## config.mk

```make
export PLATFORM = sky130hd
export DESIGN_NAME = sbha_fifo
export DESIGN_NICKNAME = d
export VERILOG_FILES = /design/src/rtl/sbha_fifo.sv
export SDC_FILE = /design/constraint.sdc
export NUM_CORES = 1
export LEC_CHECK = 0
export BUFFER_PORTS_ARGS = -buffer_cell sky130_fd_sc_hd__buf_2
export CAP_MARGIN = 5
export CELL_PAD_IN_SITES_DETAIL_PLACEMENT = 1
export CELL_PAD_IN_SITES_GLOBAL_PLACEMENT = 1
export CORE_MARGIN = 3
export CORE_UTILIZATION = 53
export CTS_BUF_LIST = sky130_fd_sc_hd__clkbuf_4
export DETAILED_ROUTE_END_ITERATION = 16
export PLACE_DENSITY = 0.91
export SETUP_SLACK_MARGIN = 0.1
export SYNTH_ARGS = -nofsm -noshare
export SYNTH_HDL_FRONTEND = slang
export SYNTH_SLANG_ARGS = --single-unit
```

## constraint.sdc

```tcl
create_clock -name clk_i -period 4.2 [get_ports clk_i]
set_clock_uncertainty 0.2 [all_clocks]
set_input_delay 0.84 -clock clk_i [delete_from_list [all_inputs] [get_ports clk_i]]
set_output_delay 0.84 -clock clk_i [all_outputs]
set_load 0.005 [all_outputs]
```

## src/rtl/sbha_fifo.sv

```systemverilog
// ----------------------------------------------------------------------------
// Small register FIFO
// Register-based first-in first-out queue with fill count.
// ----------------------------------------------------------------------------
`default_nettype none

module sbha_fifo #(
  parameter int unsigned WIDTH = 8,
  parameter int unsigned DEPTH = 4
) (
  input  wire logic                       clk_i,
  input  wire logic                       rst_ni,
  input  wire logic                       push_i,
  input  wire logic [WIDTH-1:0]           wdata_i,
  input  wire logic                       pop_i,
  output      logic [WIDTH-1:0]           rdata_o,
  output      logic                       full_o,
  output      logic                       empty_o,
  output      logic [$clog2(DEPTH+1)-1:0] count_o
);

  localparam int unsigned PW = $clog2(DEPTH);
  localparam int unsigned CW = $clog2(DEPTH + 1);

  logic [WIDTH-1:0] mem_q [DEPTH];
  logic [PW-1:0]    wr_ptr_q, rd_ptr_q;
  logic [CW-1:0]    count_q;
  logic             do_push, do_pop;

  assign do_push = push_i && !full_o;
  assign do_pop  = pop_i && !empty_o;

  // Storage holds payload only and needs no reset.
  always_ff @(posedge clk_i) begin
    if (do_push) begin
      mem_q[wr_ptr_q] <= wdata_i;
    end
  end

  // Pointers and fill count.
  always_ff @(posedge clk_i or negedge rst_ni) begin
    if (!rst_ni) begin
      wr_ptr_q <= '0;
      rd_ptr_q <= '0;
      count_q  <= '0;
    end else begin
      if (do_push) begin
        wr_ptr_q <= (wr_ptr_q == PW'(DEPTH - 1)) ? '0 : wr_ptr_q + 1'b1;
      end
      if (do_pop) begin
        rd_ptr_q <= (rd_ptr_q == PW'(DEPTH - 1)) ? '0 : rd_ptr_q + 1'b1;
      end
      if (do_push && !do_pop) begin
        count_q <= count_q + 1'b1;
      end else if (do_pop && !do_push) begin
        count_q <= count_q - 1'b1;
      end
    end
  end

  assign rdata_o = mem_q[rd_ptr_q];
  assign full_o  = (count_q == CW'(DEPTH));
  assign empty_o = (count_q == '0);
  assign count_o = count_q;

endmodule : sbha_fifo

`default_nettype wire

```

==> flow_summary_export.csv, run 1 <==
group,metric,value,unit
worst_setup_path,critPathCaptureType,"output port",
placement,hpwl,1.96,mm
timing,rsz0062_at_grt,"false",
clocking,clockBufferDepth,2,
synthesis,synth_area,0.00162,mm2
synthesis,synth_commonest_cells,"32 x edfxtp_1, 8 x mux4_2, 7 x dfrtp_1",
timing,fin_crit,2830,ps
routing,ant_nets,0,
clocking,post_cts_buffers,0,
global_routing,grt_usage,0.173,
timing,final.period_utilization,0.674,
placement,portBuffers,24,
worst_setup_path,critPathLaunch,"rd_ptr_q[0]",
synthesis,ys_seq_area_frac,0.702,
timing,fmax,0.353,GHz
worst_hold_path,hold_class,"in2async",
synthesis,synth_top_area_frac,0.594,
placement,place.gp.congestion,0.655,
routing,dr.pass1.iters,4,
floorplan,dieArea,0.00375,mm2
synthesis,synth_edf_count,32,
worst_setup_path,path_max_fanout,11,
global_routing,grt_antenna_before_repair,0,
synthesis,synthFlopType,"edfxtp_1",
cells_and_area,area_growth,12.5,%
routing,avgViaCountPerCell,5.46,
global_routing,grt_pass1_vias,842,
worst_setup_path,cp_cell_sequence,"mux4_2 -> buf_2",
clocking,path_clk_slew,110,ps
synthesis,avgSynthCellArea,20.5,um2
clocking,hold_buffers,0,
timing,fin_setup_tns,0,ps
pwr,leakagePower,0.000707,uW
floorplan,core_area,0.00283,mm2
worst_setup_path,arrival,1790,ps
worst_setup_path,path_class,"reg2out",
routing,wl,2.70,mm
synthesis,synth_fp_nets,98,
synthesis,yosysWarningCount,0,
synthesis,synthCells,79,
outcome,outcome,"complete, no violations",
clocking,clock_sinks,39,
cells_and_area,nNetsFinal,127,
routing,num_vias,765,
routing,drc_errors,0,
clocking,clkLatencyLatePin,350,ps
cells_and_area,antenna_cells,0,
routing,drt-initial-drc-count,16,
timing,drv_slew,0,
timing,slew_headroom,0.480,
floorplan,die_w,61.3,um
routing,wl_per_cell,19.3,um
timing,finalHoldViolations,0,
synthesis,synth-seq-cells,39,
floorplan,initial_core_util,0.572,
synthesis,synth_cell_types,19,
worst_setup_path,worstPathRequired,3160,ps
worst_setup_path,r2r.worst_path.cells,8,
floorplan,die_height,61.3,um
floorplan,num_io_pins,25,
synthesis,yosysMostFrequentCell,"edfxtp_1",
synthesis,synth_area_leaders,"edfxtp_1 59%, mux4_2 11%, dfrtp_1 11%",
synthesis,yosysTopAreaCell,"edfxtp_1",
cells_and_area,drive_gt1_frac,0.477,
worst_setup_path,slowest_delay,730,ps
global_routing,grt_pass1_wl,4.26,mm
timing,tightest_slew,777,ps
clocking,numCtsBuffers,5,
timing,setup_viol,0,
clocking,cts_tree,"built",
worst_setup_path,start_kind,"flip-flop",
clocking,htree_levels,2,
worst_setup_path,rr_endpoint,"count_o[2]",
synthesis,ys_async_sr_fraction,0.179,
floorplan,rows,19,
pwr,irDropWorstVdd,0.000358,V
pwr,power.total,1200,uW
clocking,root_buffer,"clkbuf_4",
worst_setup_path,r2r_slack,1990,ps
worst_setup_path,reg2reg_from,"count_o[0]",
global_routing,overflow,0,
pwr,p_per_area,660,mW/mm2
clocking,ctsResizeCount,0,
run,maxCapViolations,0,
global_routing,grt_max_degree,13,
worst_setup_path,crit_slowest_cell,"dfrtp_1",
==> critical path: cells and delay by family (launching register included) <==
| family | cells | cell delay (ps) |
|---|---|---|
| flops | 1 | 730 |
| mux | 1 | 580 |
| buf+inv | 1 | 140 |
==> placed cells by master (no fill, tap or decap), drive strengths merged, types with 2 or more instances in the layout <==
master	count
mux4	8
and2	3
xor2	2
ha	6
clkbuf	5
mux2	5
inv	3
edfxtp	32
nor2	4
clkinv	3
buf	24
dfrtp	7
==> metrics by stage <==
stage	hold slack (ps)	std cells	cell area, um2	util	worst slack [ps]
3_3_place_gp	313	132	1770	0.625	1730
2_1_floorplan	320	79	1620	-	1920
4_1_cts	92.6	140	1820	0.644	1320
6_report	104	140	1820	0.644	1370
5_1_grt	72.5	140	1820	0.644	1200
3_5_place_dp	342	132	1770	0.625	1670
==> worst max-delay path by stage <==
stage / end / slack, ps
after global routing: rdata_o[4] / 1200
after CTS: rdata_o[0] / 1320
after global placement: count_o[2] / 1730
after detailed placement: count_o[2] / 1670
final: rdata_o[4] / 1370
after floorplan: count_o[2] / 1920
==> area by class of cell <==
type                            count  area (um2)
Tap cell                           31        38.8
Inverter                            3        11.3
Sequential cell                    39        1140
Timing Repair Buffer               24         120
Clock buffer                        5        37.5
Clock inverter                      3        15.0
Fill cell                         255        1010
Multi-Input combinational cell     35         463
==> metal layers <==
| layer | vias up | global-route usage | share of wire | routed length [um] |
|---|---|---|---|---|
| met2 | 15 | 0.292 | 0.54 | 1460 |
| met4 | 0 | 0.0929 | 0.025 | 68 |
| met3 | 6 | 0.0713 | 0.046 | 125 |
| met1 | 386 | 0.186 | 0.39 | 1040 |
| li1 | 358 | - | - | - |
| met5 | - | 0 | 0 | 0 |
==> sequential cells by signal, indices dropped and copies added (netlist names) <==
signal / cells
count_o: 3
mem_q: 32
rd_ptr_q: 2
wr_ptr_q: 2
==> logic make-up after synthesis <==
| logic type | share of synthesized area |
|---|---|
| flip-flops | 0.702 |
| multiplexers | 0.151 |
| AND/OR/NAND/NOR | 0.0603 |
| adder cells (fa/ha/maj) | 0.0587 |
| buffers and inverters | 0.0124 |
| XOR/XNOR | 0.0162 |
==> power by group <==
group	switching, uW	internal [uW]
Sequential	101	523
Clock	119	62.3
Combinational	161	236
Total	381	822
(Power assumes the default switching activity.)
==> run 2, diff against run 1 <==
ABC_AREA = 1   (was default)
CORE_UTILIZATION = 46   (was 53)
PLACE_DENSITY = 0.86   (was 0.91)
clock period = 2.85 ns   (was 4.2 ns; I/O delays follow)
==> flow_summary_export.csv, run 2 <==
group,metric,value,unit
cells_and_area,final_cell_mix,"38 x nand2_1, 32 x inv_1, 32 x edfxtp_1",
cells_and_area,final_util,0.565,
routing,drc_errors,0,
global_routing,grt_usage,0.188,
synthesis,yosysMostFrequentCell,"nand2_1",
synthesis,synthCells,154,
cells_and_area,nNetsFinal,204,
global_routing,grt_antenna_before_repair,0,
synthesis,synth-seq-cells,39,
floorplan,die_height,67.8,um
cells_and_area,drive_gt1_frac,0.199,
worst_setup_path,start_kind,"flip-flop",
clocking,htree_levels,2,
timing,fin_crit,2470,ps
worst_hold_path,hold_class,"in2reg",
timing,tightest_slew,735,ps
routing,ant_nets,0,
synthesis,yosysWarningCount,0,
global_routing,grt_pass1_wl,5.97,mm
floorplan,rows,21,
floorplan,initial_core_util,0.502,
cells_and_area,regMostFlops,"mem_q",
placement,dp.cells,223,
pwr,switchingPower,746,uW
pwr,p_per_area,964,mW/mm2
synthesis,avgSynthCellArea,11.4,um2
placement,place.gp.congestion,0.749,
pwr,irDropWorstVdd,0.000431,V
synthesis,ys_async_sr_fraction,0.179,
cells_and_area,layout_commonest_cell,"nand2_1",
synthesis,synthFlopType,"edfxtp_1",
global_routing,grt_max_degree,36,
routing,met1_length,1.42,mm
pwr,combPwrFrac,0.404,
pwr,clkPwrFrac,0.143,
worst_setup_path,path_max_fanout,11,
clocking,root_buffer,"clkbuf_4",
synthesis,synth_fp_nets,173,
floorplan,die_w,67.8,um
worst_setup_path,arrival,1700,ps
global_routing,overflow,0,
global_routing,grt_pass1_vias,1262,
run,maxCapViolations,0,
clocking,numCtsBuffers,5,
floorplan,core_area,0.00349,mm2
worst_setup_path,path_class,"reg2out",
timing,rsz0062_at_grt,"false",
cells_and_area,largest_reg_flops,32,
cells_and_area,area_growth,12.5,%
placement,postPlaceCellArea,0.00191,mm2
routing,top_layer_used,"met4",
routing,avgViaCountPerCell,5.00,
timing,fin_setup_tns,0,ps
synthesis,yosysTopAreaCell,"edfxtp_1",
pwr,p_int,1160,uW
outcome,outcome,"complete, no violations",
worst_setup_path,worstPathRequired,2080,ps
synthesis,synth_area,0.00175,mm2
synthesis,synth_area_leaders,"edfxtp_1 55%, dfrtp_1 10%, nand2_1 8.1%",
routing,wl,3.77,mm
timing,drv_slew,0,
routing,routed-wl-met3,131,um
clocking,cts_tree,"built",
synthesis,ys_seq_area_frac,0.648,
floorplan,num_io_pins,25,
clocking,path_clk_slew,110,ps
cells_and_area,antenna_cells,0,
synthesis,synth_commonest_cells,"38 x nand2_1, 32 x edfxtp_1, 32 x inv_1",
clocking,ctsResizeCount,0,
clocking,clockBufferDepth,2,
timing,finalHoldViolations,0,
floorplan,dieArea,0.00459,mm2
synthesis,synth_edf_count,32,
clocking,clock_sinks,39,
routing,wl_per_cell,16.3,um
synthesis,synth_top_area_frac,0.548,
pwr,power.total,1900,uW
placement,portBuffers,24,
pwr,p_seq_frac,0.453,
timing,slew_headroom,0.508,
timing,fmax,0.404,GHz
pwr,swShare,0.392,
timing,setup_viol,0,
clocking,clkLatencyLatePin,340,ps
worst_setup_path,critPathCaptureType,"output port",
routing,drt-initial-drc-count,24,
routing,dr.pass1.iters,4,
synthesis,synth_cell_types,14,
cells_and_area,final_cells,232,
pwr,leakagePower,0.000894,uW
routing,wl_met2,2.16,mm
routing,num_vias,1161,
timing,final.period_utilization,0.868,
cells_and_area,finalInstanceArea,0.00197,mm2
placement,hpwl,2.64,mm
## run 2: logic make-up (layout without fill, tap and decap cells)
| family | count (synthesis) | count (layout) | synth area share |
|---|---|---|---|
| AO/OA/AOI/OAI | 17 | 17 | 0.0713 |
| XOR/XNOR | 1 | 1 | 0.00499 |
| adder cells (fa/ha/maj) | 7 | 7 | 0.0542 |
| buffers and inverters | 37 | 69 | 0.101 |
| flip-flops | 39 | 39 | 0.648 |
| AND/OR/NAND/NOR | 53 | 53 | 0.121 |
## run 2: area by class of cell
| cell class | instances | area (um2) |
|---|---|---|
| Sequential cell | 39 | 1140 |
| Timing Repair Buffer | 29 | 160 |
| Clock inverter | 3 | 20.0 |
| Clock buffer | 5 | 37.5 |
| Fill cell | 394 | 1520 |
| Multi-Input combinational cell | 78 | 442 |
| Tap cell | 46 | 57.6 |
| Inverter | 32 | 120 |
## run 2: worst paths after layout
kind | cells after the start | slack, ps | end | start
min in group asynchronous | 2 | 380 | count_o[0] | rst_ni
setup / recovery | 4 | 380 | rdata_o[2] | rd_ptr_q[1]
hold / removal | 1 | 240 | mem_q[3][5] | wdata_i[5]
max in group asynchronous | 2 | 1890 | rd_ptr_q[0] | rst_ni
setup reg to reg | 11 | 650 | count_o[2] | count_o[0]
hold reg to reg | 2 | 360 | wr_ptr_q[1] | wr_ptr_q[1]
## run 2: per-stage QoR
stage	worst slack, ps	hold slack, ps
2_1_floorplan	929	74.4
3_3_place_gp	844	212
3_5_place_dp	707	217
4_1_cts	297	231
5_1_grt	223	222
6_report	377	244
## run 2: metal layers
metal  GRT usage  up-vias
met4      0.0658        0
met3      0.0366        6
met5           0        -
met1       0.195      564
met2       0.368       24
li1            -      567
## run 2: worst max-delay path, cell delays in order, from the launching register on
cell,delay (ps)
dfrtp_1,640
inv_1,290
o211ai_1,190
nand2_1,110
buf_2,140
## run 2: timing repair
action / in CTS / in global routing
endpoints found under the hold margin: 7 / 0
hold buffers: 1 / 0
setup buffers: 0 / 0
setup endpoints to repair: 0 / 0
## run 2: power by group through the flow
stage	sequential (uW)	combinational [uW]	clock [uW]
after global routing	876	886	301
after global placement	857	698	0
after floorplan	838	541	0
final	862	768	272
after CTS	866	790	283
after detailed placement	875	768	0
