`src/rtl/sbha_pkg.sv`:
```
// ----------------------------------------------------------------------------
// Spectrum bin history averager package
// Shared widths, constants and payload types of the averager blocks.
// ----------------------------------------------------------------------------
`default_nettype none

package sbha_pkg;

  // Field widths of the request and result items.
  localparam int unsigned BIN_W   = 9;
  localparam int unsigned POWER_W = 32;
  localparam int unsigned IDLE_W  = 16;

  // History depth is fixed, so the average is a plain right shift.
  localparam int unsigned HIST_DEPTH = 16;
  localparam int unsigned SLOT_W     = 4;
  localparam int unsigned SUM_W      = POWER_W + SLOT_W;

  // Idle counter saturation value and idle_frames reset value.
  localparam logic [IDLE_W-1:0] IDLE_MAX        = 16'hFFFF;
  localparam logic [IDLE_W-1:0] IDLE_FRAMES_RST = 16'd128;

  // Depths of the command queue and of the result queue.
  localparam int unsigned CMD_DEPTH = 4;
  localparam int unsigned OUT_DEPTH = 4;

  // One input request.
  typedef struct packed {
    logic [BIN_W-1:0]   bin_index;
    logic [POWER_W-1:0] power;
    logic               frame_start;
    logic               frame_end;
    logic               receiving;
  } in_item_t;

  // One result.
  typedef struct packed {
    logic [BIN_W-1:0]   bin_out;
    logic [POWER_W-1:0] average;
    logic               frame_last;
  } out_item_t;

  // Classified command handed from the front to the back.
  typedef struct packed {
    logic               clear;
    logic [SLOT_W-1:0]  slot;
    logic [BIN_W-1:0]   bin;
    logic [POWER_W-1:0] power;
    logic               in_range;
    logic               frame_last;
  } cmd_t;

  // Status reported by the back to the front.
  typedef struct packed {
    logic init_busy;
  } back_status_t;

endpackage : sbha_pkg

`default_nettype wire

```
`src/rtl/sbha_front.sv`:
```
// ----------------------------------------------------------------------------
// Averager front end
// Accepts requests, runs the idle counter and history slot, and issues
// classified commands into the command queue.
// ----------------------------------------------------------------------------
`default_nettype none

module sbha_front
  import sbha_pkg::*;
#(
  parameter int unsigned BINS = 512
) (
  input  wire logic               clk_i,
  input  wire logic               rst_ni,
  input  wire logic               cfg_valid_i,
  output      logic               cfg_ready_o,
  input  wire logic [IDLE_W-1:0]  cfg_data_i,
  input  wire logic               push,
  output      logic               full,
  input  wire in_item_t           item_i,
  input  wire back_status_t       status_i,
  input  wire logic               cmd_full_i,
  output      logic               cmd_push_o,
  output      cmd_t               cmd_o
);

  logic [IDLE_W-1:0] idle_frames_q;
  logic [IDLE_W-1:0] idle_q, idle_d;
  logic [SLOT_W-1:0] slot_q, slot_d;
  logic              accept;
  logic              clear;

  assign cfg_ready_o = 1'b1;
  assign full        = cmd_full_i || status_i.init_busy;
  assign accept      = push && !full;

  // Idle counting on the first bin of a frame; a clear fires only when the
  // count steps onto idle_frames.
  always_comb begin
    idle_d = idle_q;
    clear  = 1'b0;
    if (item_i.frame_start) begin
      if (item_i.receiving) begin
        idle_d = '0;
      end else if (idle_q != IDLE_MAX) begin
        idle_d = idle_q + 1'b1;
        clear  = (idle_d == idle_frames_q);
      end
    end
  end

  // The slot advances after the last bin of a frame.
  always_comb begin
    slot_d = slot_q;
    if (item_i.frame_end) begin
      slot_d = (slot_q == SLOT_W'(HIST_DEPTH - 1)) ? '0 : slot_q + 1'b1;
    end
  end

  // Front state registers.
  always_ff @(posedge clk_i or negedge rst_ni) begin
    if (!rst_ni) begin
      idle_frames_q <= IDLE_FRAMES_RST;
      idle_q        <= '0;
      slot_q        <= '0;
    end else begin
      if (cfg_valid_i) begin
        idle_frames_q <= cfg_data_i;
      end
      if (accept) begin
        idle_q <= idle_d;
        slot_q <= slot_d;
      end
    end
  end

  // Command towards the back end.
  assign cmd_push_o       = accept;
  assign cmd_o.clear      = clear;
  assign cmd_o.slot       = slot_q;
  assign cmd_o.bin        = item_i.bin_index;
  assign cmd_o.power      = item_i.power;
  assign cmd_o.in_range   = (32'(item_i.bin_index) < 32'(BINS));
  assign cmd_o.frame_last = item_i.frame_end;

endmodule : sbha_front

`default_nettype wire

```
`config.mk`:
```
export PLATFORM = sky130hd
export DESIGN_NAME = sbha_front
export DESIGN_NICKNAME = d
export VERILOG_FILES = /design/src/rtl/sbha_pkg.sv /design/src/rtl/sbha_front.sv
export SDC_FILE = /design/constraint.sdc
export NUM_CORES = 1
export LEC_CHECK = 0
export ABC_AREA = 1
export BUFFER_PORTS_ARGS = -buffer_cell sky130_fd_sc_hd__clkbuf_2
export CAP_MARGIN = 30
export CORE_MARGIN = 2
export CORE_UTILIZATION = 48
export DETAILED_ROUTE_END_ITERATION = 8
export PLACE_DENSITY_LB_ADDON = 0.3
export SYNTH_ARGS = -nofsm -noshare
export SYNTH_HDL_FRONTEND = slang
export SYNTH_SLANG_ARGS = --single-unit
```
`constraint.sdc`:
```
create_clock -name clk_i -period 1.9 [get_ports clk_i]
set_input_delay 0.095 -clock clk_i [delete_from_list [all_inputs] [get_ports clk_i]]
set_output_delay 0.095 -clock clk_i [all_outputs]
set_load 0.01 [all_outputs]
```
==> run_results.csv, run 1 <==
group,metric,value,unit
global_routing,grt_use_total,0.196,
critical_path,critical_path_class,"reg -> out",
drt,vias,2098,
sta,max_slew.worst_pin.slew,535,ps
critical_path,rrSetupSlack,70,ps
drt,postRouteAntennaNets,0,
floorplanning,coreArea,5140,sq um
worst_hold_path,min_from,"cfg_data_i[14]",
drt,vias_per_cell,4.92,
logic_synthesis,netlist_instances,353,
place,dp_cells,413,
floorplanning,rows,26,
critical_path,max_stage_delay,440,ps
logic_synthesis,ys_warn_count,0,
drt,wl_per_cell,12.6,microns
critical_path,crit_family,"simple AND/OR/NAND/NOR gates",
clock_tree,cts_max_level,2,
sta,maxSlewHeadroom,0.643,
logic_synthesis,syn_area_per_cell,7.30,sq um
worst_hold_path,min_path_cells,3,
critical_path,path_cells,"ha_4, buf_4, inv_1, nand2_1, nand3_1, nand2_1, inv_1, nand3_1, nor2_1, nand2_1, nor2_1, nand3_1, nor2_1, buf_2",
worst_hold_path,hold_path.class,"in -> reg",
final_layout,multi_input_area,1240,sq um
logic_synthesis,ys_seq_area_frac,0.350,
critical_path,reg2reg_from,"idle_q[1]",
final_layout,diodes,0,
logic_synthesis,netlist_top_cells_area,"dfrtp_1 (34%), nand2_1 (15%), buf_4 (13%), nand3_1 (7.2%), inv_1 (6.7%)",
logic_synthesis,ys_ff_latch,36,
worst_hold_path,min_to,"idle_frames_q[14]",
critical_path,worstPathRequired,1800,ps
floorplanning,start_util,0.501,
sta,fin_ws,-174,ps
power,p_leak,0.00142,uW
final_layout,ff_latch_area,907,sq um
outcome,outcome,"complete, but fails checks",
final_layout,final_cells,426,
critical_path,cp_max_fo,3,
final_layout,layout-drive-gt1-share,0.289,
global_routing,first_global_vias,2098,
place,io_buffers,32,
sta,hold_viol_final,1,
critical_path,critPathBufInv,4,
sta,holdWs,-0.107,ps
floorplanning,io-pin-count,117,
global_routing,antenna_found_initial,0,
outcome,violations,"hold timing, setup timing",
clock_tree,path_clk_slew,80,ps
logic_synthesis,netlist_area,2580,sq um
sta,drv_slew,0,
critical_path,reg2reg_depth,10,
logic_synthesis,synth_top_area_share,0.340,
logic_synthesis,yosys.cell_types.count,27,
final_layout,final_net_count,423,
sta,setup_viol,1,
clock_tree,cts_sinks,36,
clock_tree,root_buffer,"clkbuf_8",
sta,period_share,1.09,
global_routing,grt_max_degree,37,
sta,skew,7.16,ps
sta,finalCriticalPeriod,2070,ps
sta,clock.fmax,0.482,GHz
floorplanning,dieArea,5970,sq um
drt,drt_pass1_iterations,4,
drt,wirelength,5380,microns
job,drv_cap,0,
logic_synthesis,yosysTopAreaCell,"dfrtp_1",
sta,rsz0062_at_grt,"yes",
place,gp_congestion,0.854,
critical_path,arrival,1980,ps
final_layout,area_delta_synth_final,7.52,%
final_layout,fillers,511,
global_routing,grt_first_pass_wirelength,9380,microns
clock_tree,cts-buffers-inserted,5,
critical_path,cp-end-kind,"primary output",
power,power.density,843,nW/um^2
power,ir_drop,0.000526,V
critical_path,reg2reg_to,"idle_q[4]",
floorplanning,die_h,77.3,microns
final_layout,final_util,0.539,
drt,first_iter_violations,111,
floorplanning,dieWidth,77.3,microns
clock_tree,clk_latency,290,ps
global_routing,gr-total-overflow,0,
clock_tree,clockBufferDepth,2,
drt,drc,0,
place,dp_hpwl,3980,microns
clock_tree,cts_tree,"built",
critical_path,crit_path_start_kind,"flip-flop",
critical_path,cp_slowest_cell,"dfrtp_2",
==> through the flow <==
stage | hold WS (ps) | setup TNS (ps) | area [sq um] | setup WS (ps) | total power, uW
2_1_floorplan | -201 | 0 | 2580 | 181 | 1570
3_3_place_gp | 169 | 0 | 2500 | 45.5 | 1660
3_5_place_dp | 171 | -20.3 | 2500 | -20.3 | 1680
4_1_cts | 0.445 | -183 | 2670 | -183 | 2290
5_1_grt | 21.7 | -557 | 2770 | -334 | 2510
6_report | -0.107 | -174 | 2770 | -174 | 2340
==> worst min-delay path: cells and delay by family <==
kind	cells	cell delay [ps]
buf+inv	1	70
compound gates	1	50
simple gates	1	30
==> final cells by class <==
type | instances | area share
Multi-Input combinational cell | 219 | 0.447
Inverter | 49 | 0.0664
Clock buffer | 8 | 0.0325
Timing Repair Buffer | 44 | 0.0953
Sequential cell | 36 | 0.327
Tap cell | 70 | 0.0316
==> Yosys cell counts, drive strengths merged <==
master and instances:
ha 2, nand4 6, buf 47, mux2 1, nor3 2, clkbuf 3, xor2 2, nand3 37
conb 1, inv 49, dfrtp 35, o22ai 13, dfstp 1, o21ai 23, nor2 24, a21oi 1
nand2 105, xnor2 1
==> power by group <==
part	switching, uW	internal, uW	total [uW]
Sequential	156	905	1060
Clock	276	296	572
Combinational	401	302	704
==> flip-flops by register name, indices dropped and copies added (netlist names) <==
signal / count
idle_frames_q: 16
idle_q: 16
slot_q: 4
==> layout by cell type, fill, tap and decap left out, types with 5 or more instances in the layout <==
cell type	synthesis	layout
buf_4	45	8
nor2_4	5	8
o21ai_0	22	21
clkbuf_8	0	6
nand2_1	100	88
nand2_2	4	12
nand4_1	6	6
nand3_1	37	33
clkbuf_2	0	31
inv_1	46	46
o22ai_2	10	10
nand2_4	1	5
nor2_1	17	14
dfrtp_1	35	31
==> repair_timing <==
item                                    in CTS  in global routing
hold buffers                                 1                  0
hold endpoints to repair                    35                  0
pin swaps                                    2                 14
endpoints found under the setup margin       1                 17
resized for setup                           13                 27
buffers inserted                             2                  2
==> logic make-up (layout without fill, tap and decap cells) <==
group                    after synthesis  after routing  synth area share
flip-flops                            36             36             0.350
other                                  1              2           0.00145
adder cells (fa/ha/maj)                2              2           0.00971
XOR/XNOR                               3              3            0.0102
multiplexers                           1              1           0.00437
AND/OR/NAND/NOR                      174            174             0.301
buffers and inverters                 99            101             0.219
AO/OA/AOI/OAI                         37             37             0.104
==> worst max path at each step <==
stage / end / slack [ps] / cells past startpoint / startpoint
3_5_place_dp: cmd_o[47] / -20 / 12 / idle_q[1]
5_1_grt: cmd_o[47] / -330 / 15 / idle_q[1]
2_1_floorplan: idle_q[11] / 180 / 11 / idle_q[0]
3_3_place_gp: cmd_o[47] / 50 / 12 / idle_q[1]
6_report: cmd_o[47] / -170 / 14 / idle_q[1]
4_1_cts: cmd_o[47] / -180 / 13 / idle_q[0]
==> layer usage <==
layer / global-route usage / routed length [microns] / up-vias
met5: 0 / 0 / -
met4: 0.0679 / 80 / 0
met3: 0.0424 / 292 / 18
met2: 0.321 / 2580 / 54
met1: 0.256 / 2430 / 950
li1: - / - / 1076
Power figures use the tool's default switching activity.
==> inputs of run 2 (changes only) <==
--- a/config.mk
+++ b/config.mk
@@ -11,7 +11,9 @@
 export CORE_MARGIN = 2
 export CORE_UTILIZATION = 48
 export DETAILED_ROUTE_END_ITERATION = 8
+export GPL_ROUTABILITY_DRIVEN = 0
 export PLACE_DENSITY_LB_ADDON = 0.3
+export SETUP_SLACK_MARGIN = 0.3
 export SYNTH_ARGS = -nofsm -noshare
 export SYNTH_HDL_FRONTEND = slang
 export SYNTH_SLANG_ARGS = --single-unit
==> run 2 against run 1 <==
Net effect: power grew 3.1%; sequential power about the same; utilization rose by 2.2 points; largest power group unchanged; worst setup slack better by 28 ps; clock power barely moved; wire length grew 8.4%; maximum frequency rose by 1.4%; the run ends with setup timing left; non-clock buffer count grew 5; sequential share of layout area is 1.3 points lower; highest routed layer unchanged; global-route usage grew 0.81 points.
==> run_results.csv, run 2 (synthesized netlist as in run 1, its figures left out) <==
group,metric,value,unit
drt,vias_per_cell,5.17,
sta,rsz0062_at_grt,"yes",
clock_tree,path_clk_slew,70,ps
global_routing,first_global_vias,2204,
place,dp_hpwl,4220,microns
power,power_frac_clock,0.239,
sta,skew,5.80,ps
drt,drt_pass1_iterations,4,
power,p_comb_frac,0.323,
floorplanning,die_h,77.3,microns
drt,postRouteAntennaNets,0,
global_routing,gr-total-overflow,0,
global_routing,antenna_found_initial,0,
sta,max_slew.worst_pin.slew,537,ps
sta,finalSetupTns,-413,ps
drt,wirelength,5830,microns
critical_path,critical_path_class,"reg -> out",
power,power,2410,uW
drt,drc,0,
sta,holdWs,3.10,ps
floorplanning,coreArea,5140,sq um
power,p_switching,880,uW
drt,first_iter_violations,103,
critical_path,worstPathRequired,1800,ps
sta,period_share,1.08,
final_layout,diodes,0,
sta,drv_slew,0,
final_layout,final_cell_mix,"nand2_1 (89), inv_1 (45), nand3_1 (32)",
floorplanning,dieArea,5970,sq um
sta,finalCriticalPeriod,2050,ps
place,io_buffers,32,
floorplanning,dieWidth,77.3,microns
floorplanning,rows,26,
critical_path,cp-end-kind,"primary output",
critical_path,cp_max_fo,4,
global_routing,grt_use_total,0.204,
clock_tree,cts-buffers-inserted,5,
worst_hold_path,hold_path.class,"in -> reg",
sta,clock.fmax,0.489,GHz
critical_path,crit_path_start_kind,"flip-flop",
power,ir_drop,0.000514,V
drt,vias,2233,
drt,wl_per_cell,13.5,microns
outcome,outcome,"complete, but fails checks",
power,swShare,0.365,
power,p_int,1530,uW
power,p_seq_frac,0.438,
sta,hold_viol_final,0,
floorplanning,start_util,0.501,
critical_path,reg2reg_depth,11,
global_routing,grt_first_pass_wirelength,9800,microns
sta,setup_viol,14,
clock_tree,cts_tree,"built",
global_routing,grt_max_degree,32,
clock_tree,root_buffer,"clkbuf_8",
final_layout,layout-drive-gt1-share,0.320,
final_layout,reg.largest.list,"idle_frames_q x16, idle_q x16, slot_q x4",
outcome,violations,"setup timing",
power,p_leak,0.00141,uW
final_layout,final_util,0.561,
sta,fin_ws,-145,ps
clock_tree,cts_sinks,36,
worst_hold_path,min_path_cells,3,
job,drv_cap,0,
clock_tree,clk_latency,290,ps
power,power.density,835,nW/um^2
sta,maxSlewHeadroom,0.642,
final_layout,final_net_count,429,
place,preCtsSetupSlack,-28.2,ps
floorplanning,io-pin-count,117,
final_layout,layout_commonest_cell,"nand2_1",
clock_tree,clockBufferDepth,2,
clock_tree,cts_max_level,2,
critical_path,arrival,1950,ps
final_layout,area_delta_synth_final,11.9,%
-- run 2: cell types whose count changed in the layout (fill, tap and decap cells not counted), moves of 2 or more --
cell	previous run	this run
nor2_1	14	11
nor2_2	2	5
o21ai_0	21	19
buf_6	3	5
o22ai_2	10	13
o22ai_1	3	0
nand2_4	5	2
nand2_2	12	14
-- run 2: power by group through the flow --
stage                     Clock, uW  Combinational (uW)  Sequential, uW
after CTS                       585                 681            1050
after detailed placement          0                 633            1050
after global routing            619                 874            1080
after floorplan                   0                 544            1030
after global placement            0                 615            1050
final                           575                 778            1060
-- run 2: layout make-up --
cell class                 count  area (sq um)
clock buffer                   8          90.1
sequential                    36           907
tap                           70          87.6
fill                         496          2260
inverter                      49           189
multi-input combinational    220          1290
timing repair buffer          49           319
-- run 2: stage by stage --
stage	cell area, sq um	cells
detailed placement	2510	413
global placement	2510	413
finish	2880	432
CTS	2720	426
global route	2880	432
floorplan	2590	354
-- run 2: path summary, 6_finish.rpt --
kind | endpoint | slack [ps] | startpoint
worst min register to register | idle_frames_q[7] | 500 | idle_frames_q[7]
worst max register to register | idle_q[8] | -40 | idle_q[1]
min in group asynchronous | idle_frames_q[13] | 180 | rst_ni
worst max-delay path | cmd_o[47] | -150 | idle_q[1]
max in group asynchronous | idle_frames_q[7] | 1180 | rst_ni
worst min-delay path | idle_frames_q[15] | 3 | cfg_data_i[15]
-- run 2: worst max-delay path: stages (launching register included) --
cell	delay, ps
dfrtp_2	450
ha_4	190
nand2_4	90
nor2_4	50
nand2_1	70
nand2_1	80
nand2_1	60
nand2_1	80
nor2_2	120
nand2_1	60
nor2_1	110
nand3_1	80
nor2_1	80
buf_2	130
-- run 2: repair_timing --
item                                    4_1_cts  5_1_grt
setup buffers                                 3        5
hold buffers                                  2        0
gates resized for setup                      18       35
endpoints found under the hold margin        36        0
endpoints found under the setup margin       17       17
cloned                                        0        1
pin swaps                                     5       11
-- run 2: metal layers --
layer,share of wire,vias to the layer above,track usage
met5,0,-,0
met4,0.024,0,0.0875
met3,0.069,30,0.0482
met2,0.48,63,0.344
met1,0.42,1050,0.248
li1,-,1090,-
